===== src/rtl/bitplane_step_distributor_defines.svh =====
// Assertion macros shared by the bitplane step distributor RTL.
// Depends on a clock named clk and a synchronous reset named rst in the including scope.
`ifndef BITPLANE_STEP_DISTRIBUTOR_DEFINES_SVH
`define BITPLANE_STEP_DISTRIBUTOR_DEFINES_SVH

// Same-cycle implication, disabled during reset.
`define BSD_ASSERT_SAME(label, ante, cons) \
  label: assert property (@(posedge clk) disable iff (rst) (ante) |-> (cons)) \
    else $error("bitplane_step_distributor: same-cycle check failed");

// Next-cycle implication, disabled during reset.
`define BSD_ASSERT_NEXT(label, ante, cons) \
  label: assert property (@(posedge clk) disable iff (rst) (ante) |=> (cons)) \
    else $error("bitplane_step_distributor: next-cycle check failed");

`endif


===== src/rtl/bsd_pkg.sv =====
// Package for the bitplane step distributor: sizes, request codes, shared types
// and the bit-plane helper functions. Used by every module of the block.
package bsd_pkg;

  localparam int AXES       = 4;
  localparam int COUNT_BITS = 8;
  localparam int INDEX_W    = COUNT_BITS;
  localparam int DEPTH_W    = $clog2(COUNT_BITS + 1);
  localparam int PLANE_W    = (COUNT_BITS > 1) ? $clog2(COUNT_BITS) : 1;

  typedef enum logic {
    ACT_LOAD = 1'b0,
    ACT_TICK = 1'b1
  } action_t;

  typedef logic [AXES-1:0][COUNT_BITS-1:0] counts_t;

  typedef struct packed {
    logic [AXES-1:0] step_mask;
    logic [AXES-1:0] dir_out;
    logic            segment_end;
    logic            idle;
    logic            load_accepted;
  } res_t;

  typedef struct packed {
    logic run_active;
    logic next_valid;
  } status_t;

  // Bit length of a count word; the OR of all counts has the bit length of the largest.
  function automatic logic [DEPTH_W-1:0] bit_length(input logic [COUNT_BITS-1:0] v);
    logic [DEPTH_W-1:0] len;
    len = '0;
    for (int i = 0; i < COUNT_BITS; i++) begin
      if (v[i]) begin
        len = DEPTH_W'(i + 1);
      end
    end
    return len;
  endfunction

  // Trailing zero count; zero for an all-zero word.
  function automatic logic [DEPTH_W-1:0] trailing_zeros(input logic [INDEX_W-1:0] v);
    logic [DEPTH_W-1:0] tz;
    logic               found;
    tz    = '0;
    found = 1'b0;
    for (int i = 0; i < INDEX_W; i++) begin
      if (!found && v[i]) begin
        tz    = DEPTH_W'(i);
        found = 1'b1;
      end
    end
    return tz;
  endfunction

  // Index of the last tick of a segment: 2^depth - 2.
  function automatic logic [INDEX_W-1:0] last_index(input logic [DEPTH_W-1:0] depth);
    logic [INDEX_W:0] span;
    span = (INDEX_W + 1)'(1) << depth;
    return INDEX_W'(span - (INDEX_W + 1)'(2));
  endfunction

endpackage


===== src/rtl/bitplane_step_distributor.sv =====
// Bitplane step distributor: takes one load or tick request per cycle. Each request
// is worked in one pass of logic from the segment state into an output register (or its
// skid entry while the register holds an untaken result). in_stall rises only when both the
// output register and its single skid entry hold results not yet taken; with out_stall
// low the block sustains one request per cycle. Loads are refused (load_accepted = 0)
// while a pending segment is already stored. There is no clearing pass after reset.
`include "bitplane_step_distributor_defines.svh"

module bitplane_step_distributor (
  input  logic                              clk,
  input  logic                              rst,
  input  logic                              in_valid,
  output logic                              in_stall,
  input  logic                              action,
  input  logic [bsd_pkg::COUNT_BITS-1:0]    dist_axis0,
  input  logic [bsd_pkg::COUNT_BITS-1:0]    dist_axis1,
  input  logic [bsd_pkg::COUNT_BITS-1:0]    dist_axis2,
  input  logic [bsd_pkg::COUNT_BITS-1:0]    dist_axis3,
  input  logic [bsd_pkg::AXES-1:0]          dir_in,
  output logic                              out_valid,
  input  logic                              out_stall,
  output logic [bsd_pkg::AXES-1:0]          step_mask,
  output logic [bsd_pkg::AXES-1:0]          dir_out,
  output logic                              segment_end,
  output logic                              idle,
  output logic                              load_accepted
);

  logic              in_acc;
  logic              buf_full;
  bsd_pkg::counts_t  dist_in;
  bsd_pkg::res_t     core_res;
  bsd_pkg::res_t     out_res;
  bsd_pkg::status_t  status;

  assign dist_in[0] = dist_axis0;
  assign dist_in[1] = dist_axis1;
  assign dist_in[2] = dist_axis2;
  assign dist_in[3] = dist_axis3;

  assign in_stall = buf_full;
  assign in_acc   = in_valid && !buf_full;

  bsd_core u_core (
    .clk     (clk),
    .rst     (rst),
    .push    (in_acc),
    .action  (action),
    .dist_in (dist_in),
    .dir_in  (dir_in),
    .res     (core_res),
    .status  (status)
  );

  bsd_out_buf u_out_buf (
    .clk       (clk),
    .rst       (rst),
    .push      (in_acc),
    .push_res  (core_res),
    .full      (buf_full),
    .out_valid (out_valid),
    .out_stall (out_stall),
    .out_res   (out_res)
  );

  assign step_mask     = out_res.step_mask;
  assign dir_out       = out_res.dir_out;
  assign segment_end   = out_res.segment_end;
  assign idle          = out_res.idle;
  assign load_accepted = out_res.load_accepted;

  `BSD_ASSERT_SAME(a_idle_empty, out_valid && idle, (step_mask == '0) && !segment_end && !load_accepted)
  `BSD_ASSERT_NEXT(a_load_fills, in_acc && (action == bsd_pkg::ACT_LOAD) && !status.next_valid, status.next_valid)
  `BSD_ASSERT_NEXT(a_tick_swaps, in_acc && (action == bsd_pkg::ACT_TICK) && !status.run_active && status.next_valid, !status.next_valid)

endmodule


===== src/rtl/bsd_core.sv =====
// Segment state and the single-pass step logic of the bitplane step distributor.
// Depends on bsd_pkg; produces one result per accepted request.
module bsd_core (
  input  logic                         clk,
  input  logic                         rst,
  input  logic                         push,
  input  logic                         action,
  input  bsd_pkg::counts_t             dist_in,
  input  logic [bsd_pkg::AXES-1:0]     dir_in,
  output bsd_pkg::res_t                res,
  output bsd_pkg::status_t             status
);

  bsd_pkg::counts_t                      run_counts, run_counts_next;
  logic [bsd_pkg::AXES-1:0]              run_dir, run_dir_next;
  logic [bsd_pkg::DEPTH_W-1:0]           run_depth, run_depth_next;
  logic [bsd_pkg::INDEX_W-1:0]           tick_index, tick_index_next;
  logic                                  run_active, run_active_next;
  logic                                  next_valid, next_valid_next;
  bsd_pkg::counts_t                      next_counts;
  logic [bsd_pkg::AXES-1:0]              next_dir;
  logic                                  store_pending;

  logic [bsd_pkg::COUNT_BITS-1:0]        all_bits;
  logic [bsd_pkg::DEPTH_W-1:0]           depth, tz, plane_wide;
  logic [bsd_pkg::PLANE_W-1:0]           plane;
  logic [bsd_pkg::INDEX_W-1:0]           index_plus;

  always_comb begin
    run_counts_next = run_counts;
    run_dir_next    = run_dir;
    run_depth_next  = run_depth;
    tick_index_next = tick_index;
    run_active_next = run_active;
    next_valid_next = next_valid;
    store_pending   = 1'b0;
    res             = '0;
    all_bits        = '0;
    depth           = '0;
    tz              = '0;
    plane_wide      = '0;
    plane           = '0;
    index_plus      = '0;

    if (action == bsd_pkg::ACT_LOAD) begin
      if (!next_valid) begin
        store_pending     = 1'b1;
        next_valid_next   = 1'b1;
        res.load_accepted = 1'b1;
      end
    end else begin
      if (!run_active && next_valid) begin
        for (int i = 0; i < bsd_pkg::AXES; i++) begin
          all_bits = all_bits | next_counts[i];
        end
        run_counts_next = next_counts;
        run_dir_next    = next_dir;
        run_depth_next  = bsd_pkg::bit_length(all_bits);
        if (run_depth_next == '0) begin
          run_depth_next = bsd_pkg::DEPTH_W'(1);
        end
        tick_index_next = '0;
        run_active_next = 1'b1;
        next_valid_next = 1'b0;
      end
      if (!run_active_next) begin
        res.idle = 1'b1;
      end else begin
        depth = run_depth_next;
        if (depth == '0) begin
          depth = bsd_pkg::DEPTH_W'(1);
        end
        if (depth > bsd_pkg::DEPTH_W'(bsd_pkg::COUNT_BITS)) begin
          depth = bsd_pkg::DEPTH_W'(bsd_pkg::COUNT_BITS);
        end
        index_plus = tick_index_next + bsd_pkg::INDEX_W'(1);
        tz         = bsd_pkg::trailing_zeros(index_plus);
        if (tz < depth) begin
          plane_wide = depth - bsd_pkg::DEPTH_W'(1) - tz;
        end
        plane = bsd_pkg::PLANE_W'(plane_wide);
        for (int i = 0; i < bsd_pkg::AXES; i++) begin
          res.step_mask[i] = run_counts_next[i][plane];
        end
        if (tick_index_next >= bsd_pkg::last_index(depth)) begin
          res.segment_end = 1'b1;
          run_active_next = 1'b0;
          tick_index_next = '0;
        end else begin
          tick_index_next = index_plus;
        end
      end
    end
    res.dir_out = run_dir_next;
  end

  always_ff @(posedge clk) begin
    if (rst) begin
      run_counts <= '0;
      run_dir    <= '0;
      run_depth  <= '0;
      tick_index <= '0;
      run_active <= 1'b0;
      next_valid <= 1'b0;
    end else if (push) begin
      run_counts <= run_counts_next;
      run_dir    <= run_dir_next;
      run_depth  <= run_depth_next;
      tick_index <= tick_index_next;
      run_active <= run_active_next;
      next_valid <= next_valid_next;
    end
  end

  always_ff @(posedge clk) begin
    if (push && store_pending) begin
      next_counts <= dist_in;
      next_dir    <= dir_in;
    end
  end

  assign status.run_active = run_active;
  assign status.next_valid = next_valid;

endmodule


===== src/rtl/bsd_out_buf.sv =====
// Output register with one skid entry for the bitplane step distributor.
// Depends on bsd_pkg for the result type.
module bsd_out_buf (
  input  logic           clk,
  input  logic           rst,
  input  logic           push,
  input  bsd_pkg::res_t  push_res,
  output logic           full,
  output logic           out_valid,
  input  logic           out_stall,
  output bsd_pkg::res_t  out_res
);

  logic          main_valid;
  logic          skid_valid;
  bsd_pkg::res_t main_res;
  bsd_pkg::res_t skid_res;
  logic          pop;

  assign pop = main_valid && !out_stall;

  always_ff @(posedge clk) begin
    if (rst) begin
      main_valid <= 1'b0;
      skid_valid <= 1'b0;
    end else if (skid_valid) begin
      if (pop) begin
        skid_valid <= 1'b0;
      end
    end else if (push) begin
      if (main_valid && !pop) begin
        skid_valid <= 1'b1;
      end else begin
        main_valid <= 1'b1;
      end
    end else if (pop) begin
      main_valid <= 1'b0;
    end
  end

  always_ff @(posedge clk) begin
    if (skid_valid) begin
      if (pop) begin
        main_res <= skid_res;
      end
    end else if (push) begin
      if (main_valid && !pop) begin
        skid_res <= push_res;
      end else begin
        main_res <= push_res;
      end
    end
  end

  assign full      = skid_valid;
  assign out_valid = main_valid;
  assign out_res   = main_res;

endmodule

===== config.mk =====
export PLATFORM = sky130hd
export DESIGN_NAME = bitplane_step_distributor
export DESIGN_NICKNAME = d
export VERILOG_FILES = /design/src/rtl/bsd_pkg.sv /design/src/rtl/bitplane_step_distributor.sv /design/src/rtl/bsd_core.sv /design/src/rtl/bsd_out_buf.sv
export VERILOG_INCLUDE_DIRS = /design/src /design/src/rtl
export SDC_FILE = /design/constraint.sdc
export NUM_CORES = 1
export LEC_CHECK = 0
export ABC_AREA = 1
export BUFFER_PORTS_ARGS = -buffer_cell sky130_fd_sc_hd__buf_2
export CORE_AREA = 2 2 105 107
export DETAILED_ROUTE_END_ITERATION = 10
export DIE_AREA = 0 0 107 109
export GPL_TIMING_DRIVEN = 0
export HOLD_SLACK_MARGIN = 0.12
export PLACE_DENSITY = 0.73
export SLEW_MARGIN = 20
export SYNTH_ARGS = -nofsm -noshare
export SYNTH_HDL_FRONTEND = slang
export SYNTH_SLANG_ARGS = --single-unit

===== constraint.sdc =====
create_clock -name clk -period 3.7 [get_ports clk]
set_clock_uncertainty 0.15 [all_clocks]
set_input_delay 0.37 -clock clk [delete_from_list [all_inputs] [get_ports clk]]
set_output_delay 0.37 -clock clk [all_outputs]
set_load 0.01 [all_outputs]

# Yosys cells after proc, flatten, opt, wreduce, memory -nomap -nowiden
# Index checks and enable logic that the tools add are counted.
[totals] word_cells=168 register_bits=110
[classes] n_shift=1 reduce_logical=32 n_lt_le_gt_ge=4 n_eq_ne=4 bitwise_logic=4 mux=93 n_addsub=4
[ops] cell="2-to-1 mux 4 bit" n=18
[ops] cell="2-to-1 mux 32 bit" n=2
[ops] cell="2-to-1 mux 1 bit" n=45
[ops] cell="2-to-1 mux 11 bit" n=4
[ops] cell="2-to-1 mux 3 bit" n=11
[ops] cell="2-to-1 mux 8 bit" n=4
[ops] cell="OR 8 bit" n=3
[ops] cell="binary-select mux 1 bit (select 3 bit)" n=4
[ops] cell="logical AND 1 bit" n=12
[ops] cell="logical NOT 1 bit" n=11
[ops] cell="2-to-1 mux 2 bit" n=5
[ops] cell="AND reduction 3 bit" n=3
[ops] cell="adder 8 x 1 -> 8 bit, second input constant" n=1
[ops] cell="greater-or-equal comparator 8 bit" n=1
[ops] cell="logical NOT 4 bit" n=2
[ops] cell="<< shifter 1 x 4 -> 8 bit, first input constant" n=1
[ops] cell="subtractor 8 x 2 -> 8 bit, second input constant" n=1
[ops] cell="> comparator 4 bit, second input constant" n=1
[ops] cell="< comparator 3 x 4 -> 1 bit, second input constant" n=1
[ops] cell="< comparator 4 bit" n=1
[ops] cell="!= test 2 x 1 -> 1 bit, second input constant" n=2
[ops] cell="!= test 2 bit, second input constant" n=2
[ops] cell="AND reduction 2 bit" n=2
[ops] cell="nonzero test 2 bit" n=2
[ops] cell="3 further kinds" n=3

# Logic depth before layout (Yosys ltp)
# Gate-level depths: netlist of run 1.
[logic_depth] depth_word=54 mapped_depth=27 depth_no_buf=27

# Modules after synthesis
# Synthesis of run 1 repeated with hierarchy kept, for this count alone.
[unflattened] hier_cells=692 hier_area_um2=5706.7
[by_module_without_submodules] mod="bsd_core" cells_per_inst=613 area_each_um2=4782.1 seq_area_each_um2=2082.0 n_inst=1
[by_module_without_submodules] mod="bsd_out_buf" cells_per_inst=77 area_each_um2=914.6 seq_area_each_um2=700.7 n_inst=1
[by_module_without_submodules] mod="bitplane_step_distributor" cells_per_inst=2 area_each_um2=10.0 seq_area_each_um2=0.0 n_inst=1

# Least setup slack after synthesis of run 1
# No wires, ideal clock.
[synth_path] path_kind="register to register" startpoint="register u_core.next_valid" endpoint="register u_out_buf.main_res (netlist bit u_out_buf.out_res[8]) (data pin)" slack_ps=-50 arrival_time_ps=3335 required_ps=3285 stages_incl_launch_ff=23 setup_time_ps=265 path_buffers=4 path_cell_list="dfxtp_1 inv_2 nor2_8 buf_4 buf_2 nor2_1 ha_1 xor2_1 inv_1 nand3_1 nor2_1 nand2_1 or2_1 nand3_1 nand2_1 ha_1 clkbuf_1 clkbuf_1 nand3_1 nand3_1 nand3_1 nand3_1 o21ai_1"
[synth_via] elab_chain_len=53 elab_cells_between_ends=75 cone_classes="3 x add/sub; 2 x order compare; 54 x mux; 16 x reduce/logical"
[synth_rtl] item="start: declaration" line="bsd_core.sv:19" source="logic next_valid, next_valid_next;"
[synth_rtl] item="start signal: assignment" line="bsd_core.sv:111" source="next_valid <= next_valid_next;"
[synth_rtl] item="logical AND 1 bit (*)" line="bsd_core.sv:52" source="if (!run_active && next_valid) begin"
[synth_rtl] item="2-to-1 mux 8 bit" line="bsd_core.sv:52"
[synth_rtl] item="2-to-1 mux 8 bit" line="bsd_core.sv:45" source="if (action == bsd_pkg::ACT_LOAD) begin"
[synth_rtl] item="adder 8 x 1 -> 8 bit" line="bsd_core.sv:76" source="index_plus = tick_index_next + bsd_pkg::INDEX_W'(1);"
[synth_rtl] item="2-to-1 mux 1 bit" line="bsd_pkg.sv:50" source="if (!found && v[i]) begin"
[synth_rtl] item="2-to-1 mux 1 bit" line="bsd_core.sv:66" source="if (!run_active_next) begin"
[synth_rtl] item="2-to-1 mux 1 bit" line="bsd_core.sv:45"
[synth_rtl] item="logical NOT 1 bit" line="bsd_pkg.sv:50"
[synth_rtl] item="(+37 left out)"
[synth_rtl] item="2-to-1 mux 3 bit" line="bsd_core.sv:45"
[synth_rtl] item="binary-select mux 1 bit (select 3 bit)" line="bsd_core.sv:83" source="res.step_mask[i] = run_counts_next[i][plane];"
[synth_rtl] item="2-to-1 mux 1 bit (not written as such)" line="bsd_core.sv:83"
[synth_rtl] item="2-to-1 mux 4 bit (*)" line="bsd_core.sv:66"
[synth_rtl] item="2-to-1 mux 4 bit (*)" line="bsd_core.sv:45"
[synth_rtl] item="2-to-1 mux 11 bit (*)" line="bsd_out_buf.sv:47" source="if (main_valid && !pop) begin"
[synth_rtl] item="2-to-1 mux 11 bit (*)" line="bsd_out_buf.sv:46" source="end else if (push) begin"
[synth_rtl] item="2-to-1 mux 11 bit (*)" line="bsd_out_buf.sv:42" source="if (skid_valid) begin"
[synth_rtl] item="end signal: assignment" line="bsd_out_buf.sv:44" source="main_res <= skid_res;"
[synth_rtl] item="end signal: assignment" line="bsd_out_buf.sv:50" source="main_res <= push_res;"
[synth_rtl] item="end: declaration" line="bsd_out_buf.sv:16" source="bsd_pkg::res_t main_res;"
# Mark *: on every way between the ends. The rest lies on a longest branch, timed or not. The select of a mux whose other input is x is not followed.
# A chain may end at the register's enable or synchronous reset.

# Worst setup path after layout of run 1
[layout_path] startpoint="register u_core.next_valid" endpoint="register u_out_buf.main_res (netlist bit u_out_buf.out_res[10]) (data pin)"
# The elaborated chain is that of the path after synthesis.

==> results.yml, run 1 <==
finish:
  seqCellArea_um2: 2788
  final_cell_mix: "nand2_1 (98), inv_1 (64), o21ai_0 (60), edfxtp_1 (58), buf_2 (55)"
  fin_nets: 791
  multi_input_area_um2: 2474
  layout_commonest_cell: "nand2_1"
  fill_cells: 880
  area_growth_pct: 27.09
  insertedDiodeCount: 0
  drive_above_1_share_pct: 21.68
power_and_ir_drop:
  peakVddDrop_v: 0.0003265
  p_per_area_nw_per_um2: 413.7
  power.leakage_nw: 2.883
  finalPower_mw: 2.830
  switchingPower_uw: 820.7
  power_frac_clock_pct: 27.6
  power_frac_seq_pct: 49.1
  swShare_pct: 29.00
  p_comb_share_pct: 23.4
  p_int_mw: 2.009
timing:
  relSlewSlack_pct: 37.17
  worst_pin_slew_ps: 939.0
  holdWs_ps: 162.2
  drv_slew: 0
  post-route-period-util_pct: 99.07
  fmax_mhz: 272.8
  setup_violations: 0
  post-route-min-period_ps: 3665
  hold_viol_final: 0
  final.setup.tns_ps: 0
routing:
  wl_per_cell_um: 15.09
  via_per_inst: 5.431
  dr.pass1.iters: 5
  drtIter0Drc: 208
  dr_total_vias: 4768
  drc: 0
  routed_wl_mm: 13.25
  drtAntennaViolNets: 0
synthesis:
  syn_inst: 615
  syn-cell-area_um2: 5381
  synth_nets: 673
  ys_types: 39
  synth-seq-cells: 110
  synth_seq_area_share_pct: 51.71
  ys.warnings.count: 0
  syn_area_per_cell_um2: 8.750
floorplan:
  ios: 54
  die_w_um: 107
  die-area_um2: 11660
  core-area_um2: 10600
  rows: 38
  die_h_um: 109
  start_util_pct: 50.76
clock_network:
  ctsLongestPathBuffers: 2
  clock_latency_ps: 380
  numCtsBuffers: 9
  cts_sinks: 110
  root_buffer: "clkbuf_8"
  cts.clk_slew.worst_paths_ps: 100
  h-tree-depth: 3
  cts_tree: "yes"
grt:
  antenna_found_initial: 0
  grt_max_degree: 31
  overflow: 0
  grt_use_total_pct: 22.63
  grt_pass1_vias: 4443
  grt_pass1_wl_mm: 20.51
worst_hold_path:
  worstHoldPathType: "in2reg"
  hold_depth: 2
  hold-path-endpoint: "u_out_buf.skid_res[0]"
  hold_start: "action"
critical_path:
  r2r-start: "u_core.next_valid"
  r2r_slack_ps: 30
  path_class: "reg2reg"
  crit_arrival_ps: 3740
  worstRegToRegCells: 20
  critPathLaunchType: "flip-flop"
  cp_max_fo: 8
  crit_path_end_kind: "flip-flop"
  required_ps: 3780
  r2r_end: "u_out_buf.out_res[10]"
placement:
  routabilityCongestion: 0.9351
  place.port_buffers: 53
  hpwlAfterDp_mm: 9.111
outcome:
  status: "finished clean"
run:
  drv_cap: 0
## worst max-delay path by stage
stage,from,to,cells after the start
2_1_floorplan,u_core.next_valid,u_out_buf.out_res[10],22
3_3_place_gp,u_core.run_active,u_out_buf.out_res[10],20
3_5_place_dp,u_core.next_valid,u_out_buf.out_res[10],22
4_1_cts,u_core.run_active,u_out_buf.out_res[10],23
5_1_grt,u_core.next_valid,u_out_buf.out_res[10],20
6_report,u_core.next_valid,u_out_buf.out_res[10],20
## synthesized netlist by cell type (all sizes together)
cell | count | area share [%]
and2 | 2 | 0.23
fa | 1 | 0.37
xor2 | 7 | 1.3
o211ai | 2 | 0.28
ha | 16 | 3.7
o22ai | 2 | 0.23
o21a | 1 | 0.14
clkbuf | 18 | 1.3
dfxtp | 52 | 19
a31oi | 3 | 0.35
buf | 7 | 0.91
conb | 1 | 0.070
o21bai | 2 | 0.28
edfxtp | 58 | 32
inv | 72 | 5.1
o21ai | 66 | 6.4
nor3 | 3 | 0.28
nand4 | 6 | 0.70
nand2 | 109 | 7.8
o2111ai | 1 | 0.16
a21oi | 57 | 5.3
or2 | 1 | 0.12
mux2i | 21 | 3.9
nor2 | 49 | 3.9
nand3 | 58 | 5.5
## metrics by stage
step	area (um^2)	instances	worst slack (ps)	utilization (%)
global route	6839	878	-97.59	64.50
CTS	6519	865	23.58	61.48
global placement	5832	808	-539.1	55.00
floorplan	5391	615	9.670	-
detailed placement	5859	809	-661.7	55.26
finish	6839	878	34.58	64.50
## flip-flops by register name (all words and copies together), names as in the netlist
name / flops
u_out_buf.out_res: 11
u_out_buf.skid_res: 11
u_core.run_counts: 32
u_out_buf.out_valid: 1
u_core.tick_index: 8
u_core.run_active: 1
u_core.next_valid: 1
u_out_buf.full: 1
u_core.next_counts: 32
u_core.run_depth: 4
u_core.next_dir: 4
u_core.run_dir: 4
## kinds of logic (layout without fill, tap and decap cells)
family	count (synthesis)	count (layout)	share of synthesized area, %
mux	21	21	3.906
buf+inv	97	219	7.231
other cells	1	1	0.06968
flops	110	110	51.71
fa+ha+maj	17	17	4.092
xor+xnor	7	7	1.279
simple gates	228	229	18.55
compound gates	134	134	13.16
## routing by layer
metal	track usage [%]	wire length (um)
met1	27.38	5442
met2	40.45	6722
met3	4.423	739
met4	7.792	347
met5	0	0
## power by group through the flow
| stage | registers, mW | logic [mW] | clock network, mW |
|---|---|---|---|
| finish | 1.39 | 0.661 | 0.780 |
| CTS | 1.39 | 0.570 | 0.791 |
| global placement | 1.41 | 0.499 | 0 |
| global route | 1.40 | 0.725 | 0.831 |
| detailed placement | 1.42 | 0.518 | 0 |
| floorplan | 1.42 | 0.368 | 0 |
## final cells by class
class	instances	area share, %
Multi-Input combinational cell	409	36.17
Clock buffer	11	1.921
Sequential cell	110	40.76
Timing Repair Buffer	108	11.53
Tap cell	140	2.561
Clock inverter	5	1.189
Buffer	23	1.775
Inverter	72	4.098
## critical path, stage by stage (launching register included)
cell and delay, ps:
dfxtp_2 350, inv_4 70, nor2_8 50, buf_12 120
nor2_4 170, ha_4 190, nand3_2 150, xor2_4 210
nor2_2 120, nand2_1 70, or2_4 240, nand3_1 80
nand2_2 90, ha_4 180, fa_2 610, nand2_4 100
inv_6 90, nand3_1 100, nand3_2 90, nand3_2 90
o21ai_2 200
## repair_timing
item | CTS | global route
buffers inserted | 6 | 12
endpoints found under the setup margin | 13 | 19
cloned | 0 | 1
hold buffers | 36 | 0
resized for setup | 16 | 52
endpoints found under the hold margin | 36 | 0
pin swaps | 5 | 18
No activity file was read; power rests on OpenSTA's default activity.
==> inputs of run 2 (changes only) <==
Settings changed: CORE_AREA 2 2 105 107 to 2 2 108 110, DIE_AREA 0 0 107 109 to 0 0 110 112, SYNTH_HIERARCHICAL from default to 1.
==> run 2 against run 1 <==
  * The flow now finishes with violations (setup timing)
  * Sequential share of layout area down 4.5 points
  * Cell count is 12% higher
  * Die area grew 5.6%
  * Via count up 9.3%
  * Sequential power hardly changed
  * Worst setup slack worse by 150 ps
  * Synthesized area rose by 5.8%
  * Routed wire length increased by 12%
  * Flip-flop and latch count is the same
  * Global-route usage rose by 0.62 points
  * Hold slack better by 52 ps
  * Critical path type unchanged
  * Highest routed layer unchanged
==> results.yml, run 2 <==
timing:
  fin_ws_ps: -114.8
  fmax_mhz: 262.1
  worst_pin_slew_ps: 607.6
  relSlewSlack_pct: 59.22
  setup_violations: 6
  post-route-period-util_pct: 103.1
  drv_slew: 0
  final.setup.tns_ps: -419.6
  rsz0062_at_grt: "true"
  post-route-min-period_ps: 3815
  hold_viol_final: 0
finish:
  multi_input_area_um2: 2768
  reg_top3: "u_core/next_counts (32), u_core/run_counts (32)"
  fin_nets: 894
  final_area_um2: 7696
  insertedDiodeCount: 0
  layout_commonest_cell: "nand2_1"
  drive_above_1_share_pct: 27.94
  fill_cells: 803
  area_growth_pct: 35.22
  final_cell_mix: "nand2_1 (135), inv_1 (101), edfxtp_1 (58), buf_2 (53), dfxtp_1 (50)"
  seqCellArea_um2: 2790
clock_network:
  cts.clk_slew.worst_paths_ps: 80
  cts_tree: "yes"
  h-tree-depth: 3
  root_buffer: "clkbuf_16"
  numCtsBuffers: 9
  cts_sinks: 110
  ctsLongestPathBuffers: 2
  clock_latency_ps: 350
power_and_ir_drop:
  peakVddDrop_v: 0.0003206
  power.leakage_nw: 3.545
  p_per_area_nw_per_um2: 420.4
  finalPower_mw: 3.235
critical_path:
  critPathLaunchType: "flip-flop"
  crit_arrival_ps: 3770
  cp_common_cell: "inv_2"
  slowest_delay_ps: 520
  required_ps: 3660
  cp_max_fo: 8
  crit_path_end_kind: "flip-flop"
  critPathSlowestCell: "fa_2"
  cp_top_family: "simple AND/OR/NAND/NOR gates"
  path_class: "reg2reg"
  path_buf_inv: 9
floorplan:
  ios: 54
  rows: 39
  die_h_um: 112
  start_util_pct: 50.93
  core-area_um2: 11170
  die-area_um2: 12320
  die_w_um: 110
grt:
  grt_use_total_pct: 23.25
  grt_max_degree: 32
  antenna_found_initial: 0
  grt_pass1_vias: 4969
  grt_pass1_wl_mm: 22.53
  overflow: 0
routing:
  drtAntennaViolNets: 0
  via_per_inst: 5.295
  drc: 0
  routed_wl_mm: 14.88
  wl_per_cell_um: 15.12
  dr.pass1.iters: 6
  drtIter0Drc: 422
  dr_total_vias: 5210
placement:
  routabilityCongestion: 0.9317
  place_area_um2: 6181
  hpwlAfterDp_mm: 9.602
  place.port_buffers: 53
run:
  drv_cap: 0
outcome:
  violations: "setup timing"
  status: "finished with violations"
synthesis:
  ys.warnings.count: 6
  synth_nets: 748
  syn-cell-area_um2: 5692
  syn_inst: 690
  syn_area_per_cell_um2: 8.249
worst_hold_path:
  worstHoldPathType: "in2reg"
[run 2: path summary, 6_finish.rpt]
| check | from | endpoint | slack, ps | cells after the start |
|---|---|---|---|---|
| max | u_core/run_active | u_out_buf/out_res[8] | -110 | 26 |
| min | out_stall | u_out_buf/full | 210 | 5 |
| max reg2reg | u_core/run_active | u_out_buf/out_res[8] | -110 | 26 |
| min reg2reg | u_core/run_counts[28] | u_core/run_counts[28] | 350 | 2 |
[run 2: power by group]
| part | switching [mW] | internal, mW | leakage (nW) |
|---|---|---|---|
| combinational | 0.487 | 0.328 | 2.41 |
| clock | 0.485 | 0.548 | 0.158 |
| sequential | 0.0287 | 1.36 | 0.980 |
| total | 1.00 | 2.23 | 3.55 |
[run 2: cell type report]
type                    count  share of cell area [%]
flip-flops and latches    110                   36.25
multi-input cells         436                   35.96
repair buffers            135                   13.01
inverters                 119                   6.032
clock buffers               9                   2.926
well taps                 143                   2.325
plain buffers              25                   2.195
clock inverters             7                   1.301
[run 2: what timing repair did]
item,in CTS,in global routing
gates resized for setup,49,75
pin swaps,28,41
gates cloned,0,1
endpoints found under the hold margin,37,0
hold buffers,37,0
setup buffers,17,26
setup endpoints to repair,19,19
[run 2: through the flow]
step | utilization (%) | hold slack [ps] | instances | setup WS, ps
4_1_cts | 64.34 | 208.2 | 957 | -67.02
3_5_place_dp | 55.31 | 324.8 | 887 | -707.2
5_1_grt | 68.87 | 224.8 | 984 | -261.1
2_1_floorplan | - | 289.1 | 690 | 33.10
6_report | 68.87 | 213.7 | 984 | -114.8
3_3_place_gp | 55.07 | 326.1 | 886 | -553.3
[run 2: worst min-delay path: stages]
cell,delay [ps]
buf_2,100
inv_1,40
nand2_1,50
nand2_1,50
a21oi_1,50
[run 2: layer usage]
layer	up-vias	share of wire (%)	global-route usage, %
met2	183	53	43.07
met3	28	5.3	2.810
li1	2540	-	-
met5	-	0	0
met1	2459	40	27.62
met4	0	2.0	6.751
